### src/rtl/qicf_pkg.sv
`timescale 1ns / 1ps
// ----------------------------------------------------------------------------
// qicf_pkg
// Shared types and constants of the continued fraction expander.
// ----------------------------------------------------------------------------
package qicf_pkg;

	localparam int MAX_TERMS_DEF = 64;
	localparam int DW            = 64;
	localparam int TERM_W        = 32;
	localparam int FIFO_DEPTH    = 2;

	localparam logic [1:0] STATUS_OK       = 2'd0;
	localparam logic [1:0] STATUS_ZERO_DEN = 2'd1;
	localparam logic [1:0] STATUS_LIMIT    = 2'd2;

	typedef enum logic [1:0] {
		CLS_ZERO,
		CLS_SQUARE,
		CLS_IRR
	} cls_t;

	typedef struct packed {
		logic [15:0] s_start;
		logic [15:0] radicand;
		logic [15:0] t_start;
		logic [7:0]  root;
		cls_t        cls;
	} item_t;

endpackage

### src/rtl/qicf_front.sv
`timescale 1ns / 1ps
// ----------------------------------------------------------------------------
// qicf_front
// Accepts a request, takes the 8-bit square root of the radicand and
// classifies it as zero denominator, square radicand or irrational.
// ----------------------------------------------------------------------------
module qicf_front (
	input  logic                clk,
	input  logic                arst_n,
	input  logic                start,
	output logic                busy,
	input  logic [15:0]         s_start,
	input  logic [15:0]         radicand,
	input  logic [15:0]         t_start,
	output logic                push,
	output qicf_pkg::item_t     push_item,
	input  logic                full
);

	typedef enum logic [1:0] {
		F_IDLE,
		F_SQRT,
		F_PUSH
	} fstate_t;

	fstate_t         state_q;
	qicf_pkg::item_t item_q;
	logic [15:0]     v_q;
	logic [15:0]     res_q;
	logic [15:0]     bit_q;
	logic [2:0]      cnt_q;
	logic [16:0]     trial;

	assign trial     = {1'b0, res_q} + {1'b0, bit_q};
	assign busy      = (state_q != F_IDLE);
	assign push      = (state_q == F_PUSH) && !full && (cnt_q == 3'd0);
	assign push_item = item_q;

	always_ff @(posedge clk or negedge arst_n) begin
		if (!arst_n) begin
			state_q <= F_IDLE;
			cnt_q   <= '0;
		end else begin
			unique case (state_q)
				F_IDLE: begin
					if (start) begin
						item_q.s_start  <= s_start;
						item_q.radicand <= radicand;
						item_q.t_start  <= t_start;
						item_q.root     <= '0;
						v_q   <= radicand;
						res_q <= '0;
						bit_q <= 16'h4000;
						cnt_q <= '0;
						if (t_start == 16'd0) begin
							item_q.cls <= qicf_pkg::CLS_ZERO;
							state_q    <= F_PUSH;
						end else begin
							item_q.cls <= qicf_pkg::CLS_IRR;
							state_q    <= F_SQRT;
						end
					end
				end
				F_SQRT: begin
					if ({1'b0, v_q} >= trial) begin
						v_q   <= v_q - trial[15:0];
						res_q <= (res_q >> 1) + bit_q;
					end else begin
						res_q <= res_q >> 1;
					end
					bit_q <= bit_q >> 2;
					cnt_q <= (cnt_q == 3'd7) ? 3'd1 : cnt_q + 3'd1;
					if (cnt_q == 3'd7) begin
						state_q <= F_PUSH;
					end
				end
				F_PUSH: begin
					if (item_q.cls != qicf_pkg::CLS_ZERO) begin
						item_q.root <= res_q[7:0];
						item_q.cls  <= (v_q == 16'd0) ? qicf_pkg::CLS_SQUARE
						                              : qicf_pkg::CLS_IRR;
					end
					if (!full && cnt_q == 3'd0) begin
						state_q <= F_IDLE;
					end
					cnt_q <= '0;
				end
				default: state_q <= F_IDLE;
			endcase
		end
	end

endmodule

### config.mk
export PLATFORM = sky130hd
export DESIGN_NAME = qicf_front
export DESIGN_NICKNAME = d
export VERILOG_FILES = /design/src/rtl/qicf_pkg.sv /design/src/rtl/qicf_front.sv
export SDC_FILE = /design/constraint.sdc
export NUM_CORES = 1
export LEC_CHECK = 0
export BUFFER_PORTS_ARGS = -buffer_cell sky130_fd_sc_hd__buf_4
export CORE_MARGIN = 3
export CORE_UTILIZATION = 59
export DETAILED_ROUTE_END_ITERATION = 7
export GPL_TIMING_DRIVEN = 0
export HOLD_SLACK_MARGIN = 0.12
export MAX_ROUTING_LAYER = met4
export PLACE_DENSITY = 0.91
export SYNTH_ARGS = -nofsm -noshare
export SYNTH_HDL_FRONTEND = slang
export SYNTH_SLANG_ARGS = --single-unit
### constraint.sdc
create_clock -name clk -period 8.5 [get_ports clk]
set_input_delay 0.425 -clock clk [delete_from_list [all_inputs] [get_ports clk]]
set_output_delay 0.425 -clock clk [all_outputs]
set_load 0.01 [all_outputs]
==> results_dict.tcl <==
set metrics [dict create \
    synthToLayoutAreaGrowth_pct 23.1 \
    worstPathArrival_ns 5.17 \
    antenna_cells 0 \
    yosysWarningCount 0 \
    cp_slowest_cell "a21boi_2" \
    crit_top_cell "a31oi_1" \
    layout-drive-gt1-share 0.246 \
    async_flop_share 0.0485 \
    antenna_found_initial 0 \
    firstDrtPassIters 7 \
    fin_nets 671 \
    rows 34 \
    max_slew_margin 0.354 \
    grt_setup_unrepaired "no" \
    fp.dieW_um 101 \
    postCtsResizedCells 0 \
    fin_skew_ns 0.0122 \
    cp_slowest_stage_delay_ns 0.75 \
    worst_slew_pin_slew_ns 0.963 \
    combPwrFrac 0.601 \
    finalSetupViolCount 0 \
    timing.critical_path.buf_inv 2 \
    clock_sinks 103 \
    grt_overflow_total 0 \
    path_cells "ha_1 -> a31oi_1 -> o21bai_1 -> a31oi_1 -> o21bai_1 -> a31oi_1 -> xor2_1 -> ha_1 -> nand4_1 -> nor4_1 -> nor2_1 -> a211o_1 -> buf_6 -> buf_2 -> a21boi_2" \
    vias_per_cell 6.09 \
    peakVddDrop_v 0.000327 \
    power.share.clock 0.095 \
    yosysMostFrequentCell "edfxtp_1" \
    cts-root-buf "clkbuf_8" \
    yosys.area.top_type "edfxtp_1" \
    synth_top_cells_by_area "edfxtp_1 (55%), ha_1 (8.7%), nand2_1 (3.3%)" \
    die_area_sq_um 10200 \
    cts_tree "yes" \
    cts_buffer_depth 2 \
    crit_type "reg -> reg" \
    switchingPower_uw 1410 \
    synth_common_cells "edfxtp_1 (98), nand2_1 (47), ha_1 (37)" \
    powerDensity_nw_per_um2 468 \
    final-hold-violation-count 0 \
    gp_congestion 0.919 \
    htree_num_levels 3 \
    maxCapViolations 0 \
    drt_iter0_markers 371 \
    swShare 0.457 \
    r2r_cells 15 \
    finalCriticalPeriod_ns 5.17 \
    min_delay_path_depth 1 \
    io_pins 112 \
    clk_pin_slew_ns 0.11 \
    timing.critical_path.to_type "flop" \
    ys_seq_area_frac 0.575 \
    path_max_fanout 16 \
    ys_ff_latch 103 \
    tns_ns 0 \
    yosys_most_used_dff "edfxtp_1" \
    vias 4227 \
    initial_utilization 0.609 \
    drc_errors 0 \
    maxSlewViolCount 0 \
    crit_family "compound AO/OA/AOI/OAI gates" \
    ant_nets 0 \
    outcome "complete, no violations" \
    numPortBuffers 111 \
    totalWireLength_mm 13.2 \
    track_usage 0.276 \
    p_int_uw 1670 \
    period_share 0.608 \
    grt_pass1_vias 4299 \
    synth_edf_count 98 \
    core_area_sq_um 8760 \
    start_kind "flop" \
    grt_pass1_wl_mm 21.2 \
    clk_latency_ns 0.37 \
    p_seq_frac 0.305 \
    cts_buffers 9 \
    syn_inst 454 \
    timing.final.ws_setup_ns 3.33 \
    syn_avg_cell_area_sq_um 11.8 \
    fmax_mhz 193 \
    p_leak_uw 0.00256 \
    crit_required_ns 8.50 \
    die_h_um 101 \
    routedWlPerCell_um 19.0 \
    synth_top_area_share 0.551 \
    post-place-ws_ns 3.43 \
    synth_cell_types 51 \
    dpl.hpwl_mm 9.93 \
    syn_nets 544 \
    hp-class "in -> reg" \
    synthesis.area_sq_um 5340 \
    cp.depth 15 \
    grt_max_degree 31 \
]
## sequential cells by signal, indices dropped and copies added, names as in the netlist
| signal | cells |
|---|---|
| v_q | 16 |
| cnt_q | 3 |
| bit_q | 8 |
| push_item | 58 |
| state_q | 2 |
| res_q | 16 |
## cells by family after synthesis
kind of cell,share of synthesized area
adder cells (fa/ha/maj),0.0904
buffers and inverters,0.0199
XOR/XNOR,0.0574
AND/OR/NAND/NOR,0.132
AO/OA/AOI/OAI,0.122
multiplexers,0.00422
flip-flops,0.575
## stage by stage
stage / cell area, sq um / utilization / std cells / total power, uW / hold slack, ns
finish: 6580 / 0.750 / 694 / 3080 / 0.218
global placement: 6310 / 0.720 / 673 / 2640 / 0.243
detailed placement: 6380 / 0.728 / 677 / 2740 / 0.246
global route: 6580 / 0.750 / 694 / 3310 / 0.197
floorplan: 5340 / - / 454 / 2260 / 0.129
CTS: 6580 / 0.750 / 694 / 3050 / 0.210
## per-layer routing
| layer | routed length (um) | global-route usage | vias to the layer above |
|---|---|---|---|
| li1 | - | - | 1949 |
| met1 | 4820 | 0.329 | 1976 |
| met2 | 6740 | 0.467 | 260 |
| met3 | 1250 | 0.0448 | 42 |
| met4 | 399 | 0.113 | 0 |
| met5 | 0 | - | - |
## cell usage in the layout, fill, tap and decap left out, types with 4 or more instances in the layout
master,instances
xnor2_1,16
nand2_1,47
a21oi_1,24
and2_1,15
clkbuf_1,8
ha_1,37
o21bai_1,4
o31ai_1,7
o21ai_1,5
dfrtp_1,5
xor2_1,19
clkbuf_8,9
buf_4,112
nand3_1,14
or3_1,5
nand4_1,6
edfxtp_1,98
a31oi_1,14
nor4_1,8
nor2b_1,7
nor3_1,4
inv_1,13
o21ai_0,32
nand2b_1,5
nor2_1,23
## what timing repair did
action | in CTS | in global routing
hold buffers | 1 | 0
hold endpoints to repair | 5 | 0
setup buffers | 0 | 0
## power by group through the flow
stage	Combinational [uW]	Sequential (uW)	Clock, uW
floorplan	1350	913	0
global placement	1700	938	0
detailed placement	1800	943	0
CTS	1820	934	296
global route	2040	956	314
finish	1850	938	291
## worst paths after layout
check / start / endpoint / slack, ns
min: s_start[15] / push_item[57]$_DFFE_PP_ / 0.22
min in group asynchronous: arst_n / state_q[0]$_DFFE_PN0P_ / 0.41
min reg2reg: cnt_q[2]$_DFFE_PN0P_ / cnt_q[2]$_DFFE_PN0P_ / 0.58
max: res_q[2]$_SDFFCE_PN0P_ / v_q[10]$_DFFE_PP_ / 3.33
max reg2reg: res_q[2]$_SDFFCE_PN0P_ / v_q[10]$_DFFE_PP_ / 3.33
max in group asynchronous: arst_n / cnt_q[0]$_DFFE_PN0P_ / 7.96
## area by class of cell
| class | instances | area, sq um |
|---|---|---|
| Buffer | 12 | 53.8 |
| Clock buffer | 9 | 124 |
| Clock inverter | 7 | 61.3 |
| Fill cell | 544 | 2190 |
| Inverter | 14 | 52.6 |
| Multi-Input combinational cell | 325 | 2190 |
| Sequential cell | 103 | 3070 |
| Tap cell | 108 | 135 |
| Timing Repair Buffer | 116 | 893 |
(Power assumes the default switching activity.)
