File: config.mk
export PLATFORM = sky130hd
export DESIGN_NAME = qicf_fifo
export DESIGN_NICKNAME = d
export VERILOG_FILES = /design/src/rtl/qicf_pkg.sv /design/src/rtl/qicf_fifo.sv
export SDC_FILE = /design/constraint.sdc
export NUM_CORES = 1
export LEC_CHECK = 0
export BUFFER_PORTS_ARGS = -buffer_cell sky130_fd_sc_hd__buf_2
export CORE_ASPECT_RATIO = 0.5
export CORE_MARGIN = 5
export CORE_UTILIZATION = 44
export CTS_BUF_LIST = sky130_fd_sc_hd__clkbuf_16
export CTS_CLUSTER_SIZE = 28
export DETAILED_ROUTE_END_ITERATION = 16
export PLACE_DENSITY = 0.72
export SLEW_MARGIN = 20
export SYNTH_ARGS = -nofsm -noshare
export SYNTH_HDL_FRONTEND = slang
export SYNTH_SLANG_ARGS = --single-unit
File: constraint.sdc
create_clock -name clk -period 4.01 [get_ports clk]
set_clock_uncertainty 0.1 [all_clocks]
set_input_delay 0.401 -clock clk [delete_from_list [all_inputs] [get_ports clk]]
set_output_delay 0.401 -clock clk [all_outputs]
set_load 0.01 [all_outputs]
File: src/rtl/qicf_pkg.sv
`timescale 1ns / 1ps
// ----------------------------------------------------------------------------
// qicf_pkg
// Shared types and constants of the continued fraction expander.
// ----------------------------------------------------------------------------
package qicf_pkg;

	localparam int MAX_TERMS_DEF = 64;
	localparam int DW            = 64;
	localparam int TERM_W        = 32;
	localparam int FIFO_DEPTH    = 2;

	localparam logic [1:0] STATUS_OK       = 2'd0;
	localparam logic [1:0] STATUS_ZERO_DEN = 2'd1;
	localparam logic [1:0] STATUS_LIMIT    = 2'd2;

	typedef enum logic [1:0] {
		CLS_ZERO,
		CLS_SQUARE,
		CLS_IRR
	} cls_t;

	typedef struct packed {
		logic [15:0] s_start;
		logic [15:0] radicand;
		logic [15:0] t_start;
		logic [7:0]  root;
		cls_t        cls;
	} item_t;

endpackage

File: src/rtl/qicf_fifo.sv
`timescale 1ns / 1ps
// ----------------------------------------------------------------------------
// qicf_fifo
// Short request queue between the front and the term engine.
// ----------------------------------------------------------------------------
module qicf_fifo (
	input  logic            clk,
	input  logic            arst_n,
	input  logic            push,
	input  qicf_pkg::item_t push_item,
	output logic            full,
	input  logic            pop,
	output qicf_pkg::item_t pop_item,
	output logic            empty
);

	localparam int D  = qicf_pkg::FIFO_DEPTH;
	localparam int PW = (D > 1) ? $clog2(D) : 1;
	localparam int CW = $clog2(D + 1);

	qicf_pkg::item_t mem_q [D];
	logic [PW-1:0]   wptr_q;
	logic [PW-1:0]   rptr_q;
	logic [CW-1:0]   cnt_q;

	assign full     = (cnt_q == CW'(D));
	assign empty    = (cnt_q == '0);
	assign pop_item = mem_q[rptr_q];

	always_ff @(posedge clk) begin
		if (push) begin
			mem_q[wptr_q] <= push_item;
		end
	end

	always_ff @(posedge clk or negedge arst_n) begin
		if (!arst_n) begin
			wptr_q <= '0;
			rptr_q <= '0;
			cnt_q  <= '0;
		end else begin
			if (push) begin
				wptr_q <= (wptr_q == PW'(D - 1)) ? '0 : wptr_q + PW'(1);
			end
			if (pop) begin
				rptr_q <= (rptr_q == PW'(D - 1)) ? '0 : rptr_q + PW'(1);
			end
			if (push && !pop) begin
				cnt_q <= cnt_q + CW'(1);
			end else if (pop && !push) begin
				cnt_q <= cnt_q - CW'(1);
			end
		end
	end

endmodule

==> results of run 1 <==
[Yosys cell counts (all sizes together)]
| library cell | n |
|---|---|
| dfrtp | 4 |
| buf | 7 |
| and2 | 1 |
| nor2 | 2 |
| edfxtp | 116 |
| mux2 | 58 |
| inv | 1 |
| xnor2 | 1 |
| xor2 | 4 |
| nor2b | 2 |
| ha | 1 |
[area by class of cell]
| cell class | count | area, µm² |
|---|---|---|
| clock buffer | 17 | 425 |
| clock inverter | 15 | 96.3 |
| inverter | 1 | 3.75 |
| sequential | 120 | 3580 |
| multi-input combinational | 69 | 782 |
| fill | 736 | 3900 |
| tap | 135 | 169 |
| timing repair buffer | 125 | 638 |
[cell families after synthesis]
family                     after synthesis  share of synthesized area
DFF                                    120                      0.811
muxes                                   58                      0.156
buffers and inverters                    8                     0.0139
xor gates and xnor gates                 5                    0.00991
and+or+nand+nor                          5                    0.00595
adders and majority gates                1                    0.00283
[stage by stage]
stage	instance area [µm²]	hold slack [ps]	setup WS, ps	util	power [µW]
global placement	5170	112	1670	0.538	2840
global route	5700	63.0	1090	0.593	4350
finish	5700	88.5	1240	0.593	4140
CTS	5700	66.1	1170	0.593	4210
floorplan	4420	5.41	445	-	2500
detailed placement	5170	121	1610	0.538	2890
[routing by layer]
layer / GRT usage / part of all wire / vias up
li1: - / - / 1060
met1: 0.145 / 0.37 / 1162
met2: 0.263 / 0.58 / 45
met3: 0.0541 / 0.042 / 6
met4: 0.0699 / 0.0066 / 0
met5: 0 / 0 / -
[sequential cells by signal (all words and copies together) (netlist names)]
register,cells
mem_q,116
cnt_q,2
rptr_q,1
wptr_q,1
[power groups by stage]
stage | Combinational [µW] | Clock, µW | Sequential [µW]
after floorplan | 751 | 0 | 1750
after global placement | 1040 | 0 | 1800
after detailed placement | 1060 | 0 | 1820
after CTS | 1070 | 1340 | 1800
after global routing | 1120 | 1400 | 1820
final | 1040 | 1310 | 1790
[how the worst max path moves through the flow]
stage                        end
global placement    pop_item[33]
finish              pop_item[37]
global route        pop_item[37]
detailed placement  pop_item[37]
CTS                 pop_item[37]
floorplan            mem_q[0][0]
==> run summary, run 1 <==
Last weighted congestion value of the routability-driven placer: 0.712. In this run the clock root is driven by a sky130_fd_sc_hd__clkbuf_16. The tools report the count of pins over their slew limit as 0.

The Yosys step of the flow raised 0 warnings. Counting both buffers and inverters, the worst setup path holds a total of 2. Worst-path maximum fanout: 33. Walking the worst path, the cells encountered are buf_4 -> mux2_2 -> buf_2. After detailed routing, the total wire length is 8280 µm.

After detailed routing, the average wire length per cell comes to 17.2 µm. The initialized floorplan defines 25 standard-cell rows. 122 I/O pins were placed. A synthesized cell averages 22.4 µm². In this run the tool buffered the top-level ports with 121 buffer cells. The switching power of the nets was 1130 µW; the residual DRC count was 0.

STA puts the critical path data arrival time at 2270 ps. The setup path with the least slack is of type reg2out. The depth of the critical timing path with buffers and inverters included was 3; the clock latency of the later-clocked register in the worst-skew pair was 400 ps. In this run the most critical hold path is launched from push_item[11].

Counting I/O delays and the setup requirement, the final critical path takes 2770 ps. Length in cells of the worst reg-to-reg path: 2. The fraction of final layout cells with drive strength greater than 1 was 0.605.

In the post-synthesis netlist, the biggest area contributors are sky130_fd_sc_hd__edfxtp_1, sky130_fd_sc_hd__mux2_2, sky130_fd_sc_hd__mux2_4, sky130_fd_sc_hd__dfrtp_1, sky130_fd_sc_hd__xor2_1. Counting flops and latches in the post-synthesis netlist gives 120. Clock share of power: 0.316.

The max-capacitance violation count came out at 0. The worst IR drop on VDD is 0.000339 V. The tools report the endpoint of the worst register-to-register path as mem_q[0][25].

Startpoint type of the worst setup path: a flop. After clock tree synthesis, the clock-pin slew on the worst setup and hold paths is 50 ps. The number of cells after detailed placement came out at 449.

The floorplan die area was 0.0123 mm². The fraction of the cycle the final worst path needs was 0.691. Entering global routing, the biggest net connects 34 pins.

The core outline area is 0.00960 mm². The tools report the first element of the critical path as rptr_q. For this run, the slowest stage of the critical path takes 780 ps. Final-stage net count: 397.

The net count after synthesis was 260. For the initial cell density of the core, the log shows 0.460. The run gives 5730 µm as the placed wire-length estimate.

The routed layout has 2,273 vias. The run gives 0 as the initial antenna violation count. The library cell used most frequently in the layout, excluding fill and tap cells, is sky130_fd_sc_hd__buf_2. The cell family contributing the most delay on the critical path is flip-flops. The final-report setup violation count was 0. In the layout the commonest cells are sky130_fd_sc_hd__buf_2, sky130_fd_sc_hd__edfxtp_1, sky130_fd_sc_hd__mux2_2. For the number of global-route vias before repair, the log shows 2,604.

Static timing analysis puts the maximum clock frequency at 361 MHz. For the worst setup path, the data required time is 3510 ps. The run finished with clean final reports. The number of hold violations in the final report came out at 0.

For the hold buffer count at CTS, the log shows 1. The sort of element at the end of the critical path is an output pin. The cell type with the largest total area after synthesis is sky130_fd_sc_hd__edfxtp_1. Buffers added to address setup during post-CTS repair amount to 0. The startpoint identified for the worst register-to-register timing path is wptr_q. The instance count along the most critical hold path works out to 1. The logs give 0.433 for the fraction of power consumed by sequential logic and 12,800 µm for the global-route wire length before repair.

The slew of the pin with the lowest slew margin was 759 ps. For the cell area after synthesis, the log shows 0.00442 mm². The power share of the combinational group is 0.251. The ratio of total power to cell area works out to 726 mW/mm². The tools report the sequential fraction of the synthesis area as 0.811. The floorplan step set the die height to 80.9 µm.

The global router's overall resource usage came out at 0.143. Setup repair after global routing left no endpoint under its margin. In this run the remaining antenna-violating nets after routing total 0. Path category of the worst min-delay check: in2reg. Synthesis produced a netlist whose cell count is 197. The remaining max-slew budget at the tightest pin is 0.493, and the area added between synthesis and finish is 29.0%. The tools report the final setup TNS as 0 ps. The number of detailed-routing iterations run before antenna repair is 5, and the static leakage is 0.00222 µW.

The die width came out at 152 µm. The clock passes through at most 2 buffers. The maximum level of the CTS H-tree is 4. The setup check on the worst reg-to-reg path leaves a slack of 1950 ps. TritonCTS built the clock tree. The slowest stage of the critical path is the sky130_fd_sc_hd__dfrtp_2 cell. The worst hold path terminates at mem_q[1][11]. The internal portion of the total power is 3010 µW.

The area fraction of the dominant cell type after synthesis was 0.788; the detailed-route vias per instance was 4.72. For this block, the initial DRC count from the detailed router was 106. The clock sink count was 120; the final global-route overflow total was 0. Clock tree synthesis inserted a total of 17 buffers. 0 antenna diodes ended up in the layout. The fraction of power spent switching nets came out at 0.273. Gates resized during post-CTS repair numbered 0. The logs give 14 for the distinct cell type count after synthesis and 482 for the final cell count without fillers.
(Power assumes the default switching activity.)
==> inputs of run 2 (changes only) <==
--- a/config.mk
+++ b/config.mk
@@ -12,7 +12,7 @@
 export CTS_BUF_LIST = sky130_fd_sc_hd__clkbuf_16
 export CTS_CLUSTER_SIZE = 28
 export DETAILED_ROUTE_END_ITERATION = 16
-export PLACE_DENSITY = 0.72
+export PLACE_DENSITY = 0.75
 export SLEW_MARGIN = 20
 export SYNTH_ARGS = -nofsm -noshare
 export SYNTH_HDL_FRONTEND = slang
==> constraint.sdc (replaced) <==
create_clock -name clk -period 2.5 [get_ports clk]
set_clock_uncertainty 0.1 [all_clocks]
set_input_delay 0.25 -clock clk [delete_from_list [all_inputs] [get_ports clk]]
set_output_delay 0.25 -clock clk [all_outputs]
set_load 0.01 [all_outputs]
==> run summary, run 2 (synthesis results as in run 1) <==
The run finished with clean final reports. The fraction of the cycle the final worst path needs is 0.819. The core outline area is 0.00960 mm² (unchanged), and the total clock buffers created by CTS is 17 (unchanged). Biggest registers after layout: mem_q (116), cnt_q (2) (unchanged). The tools report the sort of element at the end of the critical path as an output pin (unchanged). The residual antenna-violating net count after detailed routing is 0 (unchanged), and the setup fix buffers added after clock tree synthesis is 0 (unchanged).

The number of global-route vias before repair came out at 2,775 (was 2,604). The register with the highest flop count was mem_q (unchanged). Crit-path cells: buf_4 -> mux2_2 -> buf_2 (unchanged).

Antenna diode instance count: 0 (unchanged). The logs give 0.00253 µW (was 0.00222 µW) for the static leakage and 0.668 (was 0.593) for the final core area utilization. Commonest non-fill, non-tap cells in the layout: sky130_fd_sc_hd__buf_2, sky130_fd_sc_hd__edfxtp_1, sky130_fd_sc_hd__dlygate4sd3_1 (was sky130_fd_sc_hd__buf_2, sky130_fd_sc_hd__edfxtp_1, sky130_fd_sc_hd__mux2_2).

Final-stage net count: 460 (was 397). The area added between synthesis and finish is 45.3% (was 29.0%). The global-route wire length before repair is 14,100 µm (was 12,800 µm), and the detailed-route vias per instance is 4.63 (was 4.72).

Path category of the worst min-delay check: in2async (was in2reg). The final setup TNS is 0 ps (unchanged). The maximum level of the CTS H-tree came out at 4 (unchanged).

The height of the die came out at 80.9 µm (unchanged). For the final global-route overflow total, the log shows 0 (unchanged). The run gives 0.700 (was 0.493) as the remaining max-slew budget at the tightest pin. The startpoint type of the worst setup path was a flop (unchanged). The clock transition at the registers of the reported paths is 50 ps (about the same). The buffering stage count on the worst path with inverters included works out to 2 (unchanged). The number of detailed-routing iterations run before antenna repair is 4 (was 5). For the least setup slack across all paths after layout, the log shows 451 ps (was 1240 ps).

The routed length per instance was 16.5 µm (was 17.2 µm). The logs give 452 (was 449) for the number of cells after detailed placement and 0 (unchanged) for the final-report setup violation count. The row count was 25 (unchanged); the ratio of total power to cell area was 1120 mW/mm² (was 726 mW/mm²). Cell type of the slowest stage on the worst timing path: sky130_fd_sc_hd__mux2_2 (was sky130_fd_sc_hd__dfrtp_2).

The max-capacitance violation count was 0 (unchanged). The tools report the buffer cell driving the clock tree root as sky130_fd_sc_hd__clkbuf_16 (unchanged). The final cell count without fillers is 545 (was 482), and the initial antenna violation count is 0 (unchanged). Data arrival time of the critical path: 1700 ps (was 2270 ps). The kind of critical path is reg2out (unchanged). Fraction of final layout cells with drive strength greater than 1: 0.520 (was 0.605). The iteration-0 DRC count of the detailed router was 131 (was 106); the placed wire-length estimate was 5780 µm (was 5730 µm). The worst-path maximum fanout works out to 30 (was 33).

The sum of routed wire length over all layers is 8990 µm (was 8280 µm). The critical path's largest stage delay works out to 400 ps (was 780 ps). The number of port buffers works out to 121 (unchanged). The flip-flop count of the largest register, all copies and words added is 116 (unchanged), and the required arrival time at the worst endpoint is 2150 ps (was 3510 ps). For the worst setup slack before clock tree synthesis, the log shows 860 ps (was 1610 ps). The run gives 400 ps (about the same) as the clock latency of the later-clocked register in the worst-skew pair. The number of hold violations in the final report was 0 (unchanged).

The clock sink count was 120 (unchanged). The tools report the floorplan die area as 0.0123 mm² (unchanged). The cell family contributing the most delay on the critical path was buffers and inverters (was flip-flops). For this run, the top clock speed supported by timing is 488 MHz. The last weighted congestion value of the routability-driven placer is 0.658 (was 0.712). The commonest non-fill, non-tap cell in the layout is sky130_fd_sc_hd__buf_2 (unchanged). The initial cell density of the core is 0.460 (unchanged).

The pin count of the biggest net entering global routing came out at 31 (was 34). The number of placed I/O pins was 122 (unchanged); the count of cells resized by post-cts repair was 0 (unchanged). The count of pins over their slew limit was 0 (unchanged); the worst IR drop on VDD was 0.000652 V (was 0.000339 V).

TritonCTS built the clock tree. The via count came out at 2,526 (was 2,273). The clock period could shrink to 2050 ps. The number of buffers between clock root and the deepest sink came out at 2 (unchanged). Setup repair after global routing left no endpoint under its margin.

Die width: 152 µm (unchanged). The slew of the pin with the lowest slew margin was 450 ps (was 759 ps); the global router's overall resource usage was 0.156 (was 0.143). Residual DRC count: 0 (unchanged).
run 2: changes by cell type in the layout (fill, tap and decap cells not counted):
cell,change
sky130_fd_sc_hd__buf_4,+3
sky130_fd_sc_hd__bufinv_16,+4
sky130_fd_sc_hd__clkinv_2,-2
sky130_fd_sc_hd__clkinvlp_4,-2
sky130_fd_sc_hd__dlygate4sd3_1,+60
run 2: report_power, final:
group	switching (µW)	internal (µW)	total, µW	leakage [µW]
logic	955	906	1860	0.00108
clock network	794	1730	2530	0.000314
registers	110	2680	2790	0.00113
total	1860	5320	7180	0.00253
run 2: final timing paths:
kind	startpoint	to	slack (ps)	cells after the start
min	arst_n	cnt_q[0]	80	2
min in group clk	cnt_q[1]	cnt_q[1]	400	1
max in group asynchronous	arst_n	rptr_q	2090	2
max	rptr_q	pop_item[2]	450	3
max reg2reg	wptr_q	mem_q[1][6]	1060	2
min reg2reg	cnt_q[1]	cnt_q[1]	400	1
run 2: cell type report:
class                      count  area [µm²]
clock buffer                  17         425
clock inverter                15         191
fill                         652        3190
inverter                       1        3.75
multi-input combinational     69         782
sequential                   120        3580
tap                          135         169
timing repair buffer         188        1260
run 2: stage by stage:
stage | area [µm²] | power [µW] | hold slack, ps
finish | 6420 | 7180 | 81.6
global route | 6420 | 7490 | 78.8
CTS | 6420 | 7270 | 53.1
detailed placement | 5190 | 4640 | -41.0
global placement | 5190 | 4570 | -44.3
floorplan | 4420 | 4010 | -146
run 2: timing repair:
item,CTS,global route
hold buffers,61,0
endpoints found under the setup margin,0,0
hold endpoints to repair,122,0
run 2: routing by layer:
layer / vias to the layer above / GRT usage / part of all wire
met1: 1285 / 0.164 / 0.37
met2: 48 / 0.295 / 0.58
met4: 0 / 0.0681 / 0.015
li1: 1181 / - / -
met5: - / 0 / 0
met3: 12 / 0.0440 / 0.032
run 2: worst register-to-register path: stages, from the launching register on:
cell,delay [ps]
sky130_fd_sc_hd__dfrtp_1,410
sky130_fd_sc_hd__and2_2,180
sky130_fd_sc_hd__buf_4,370
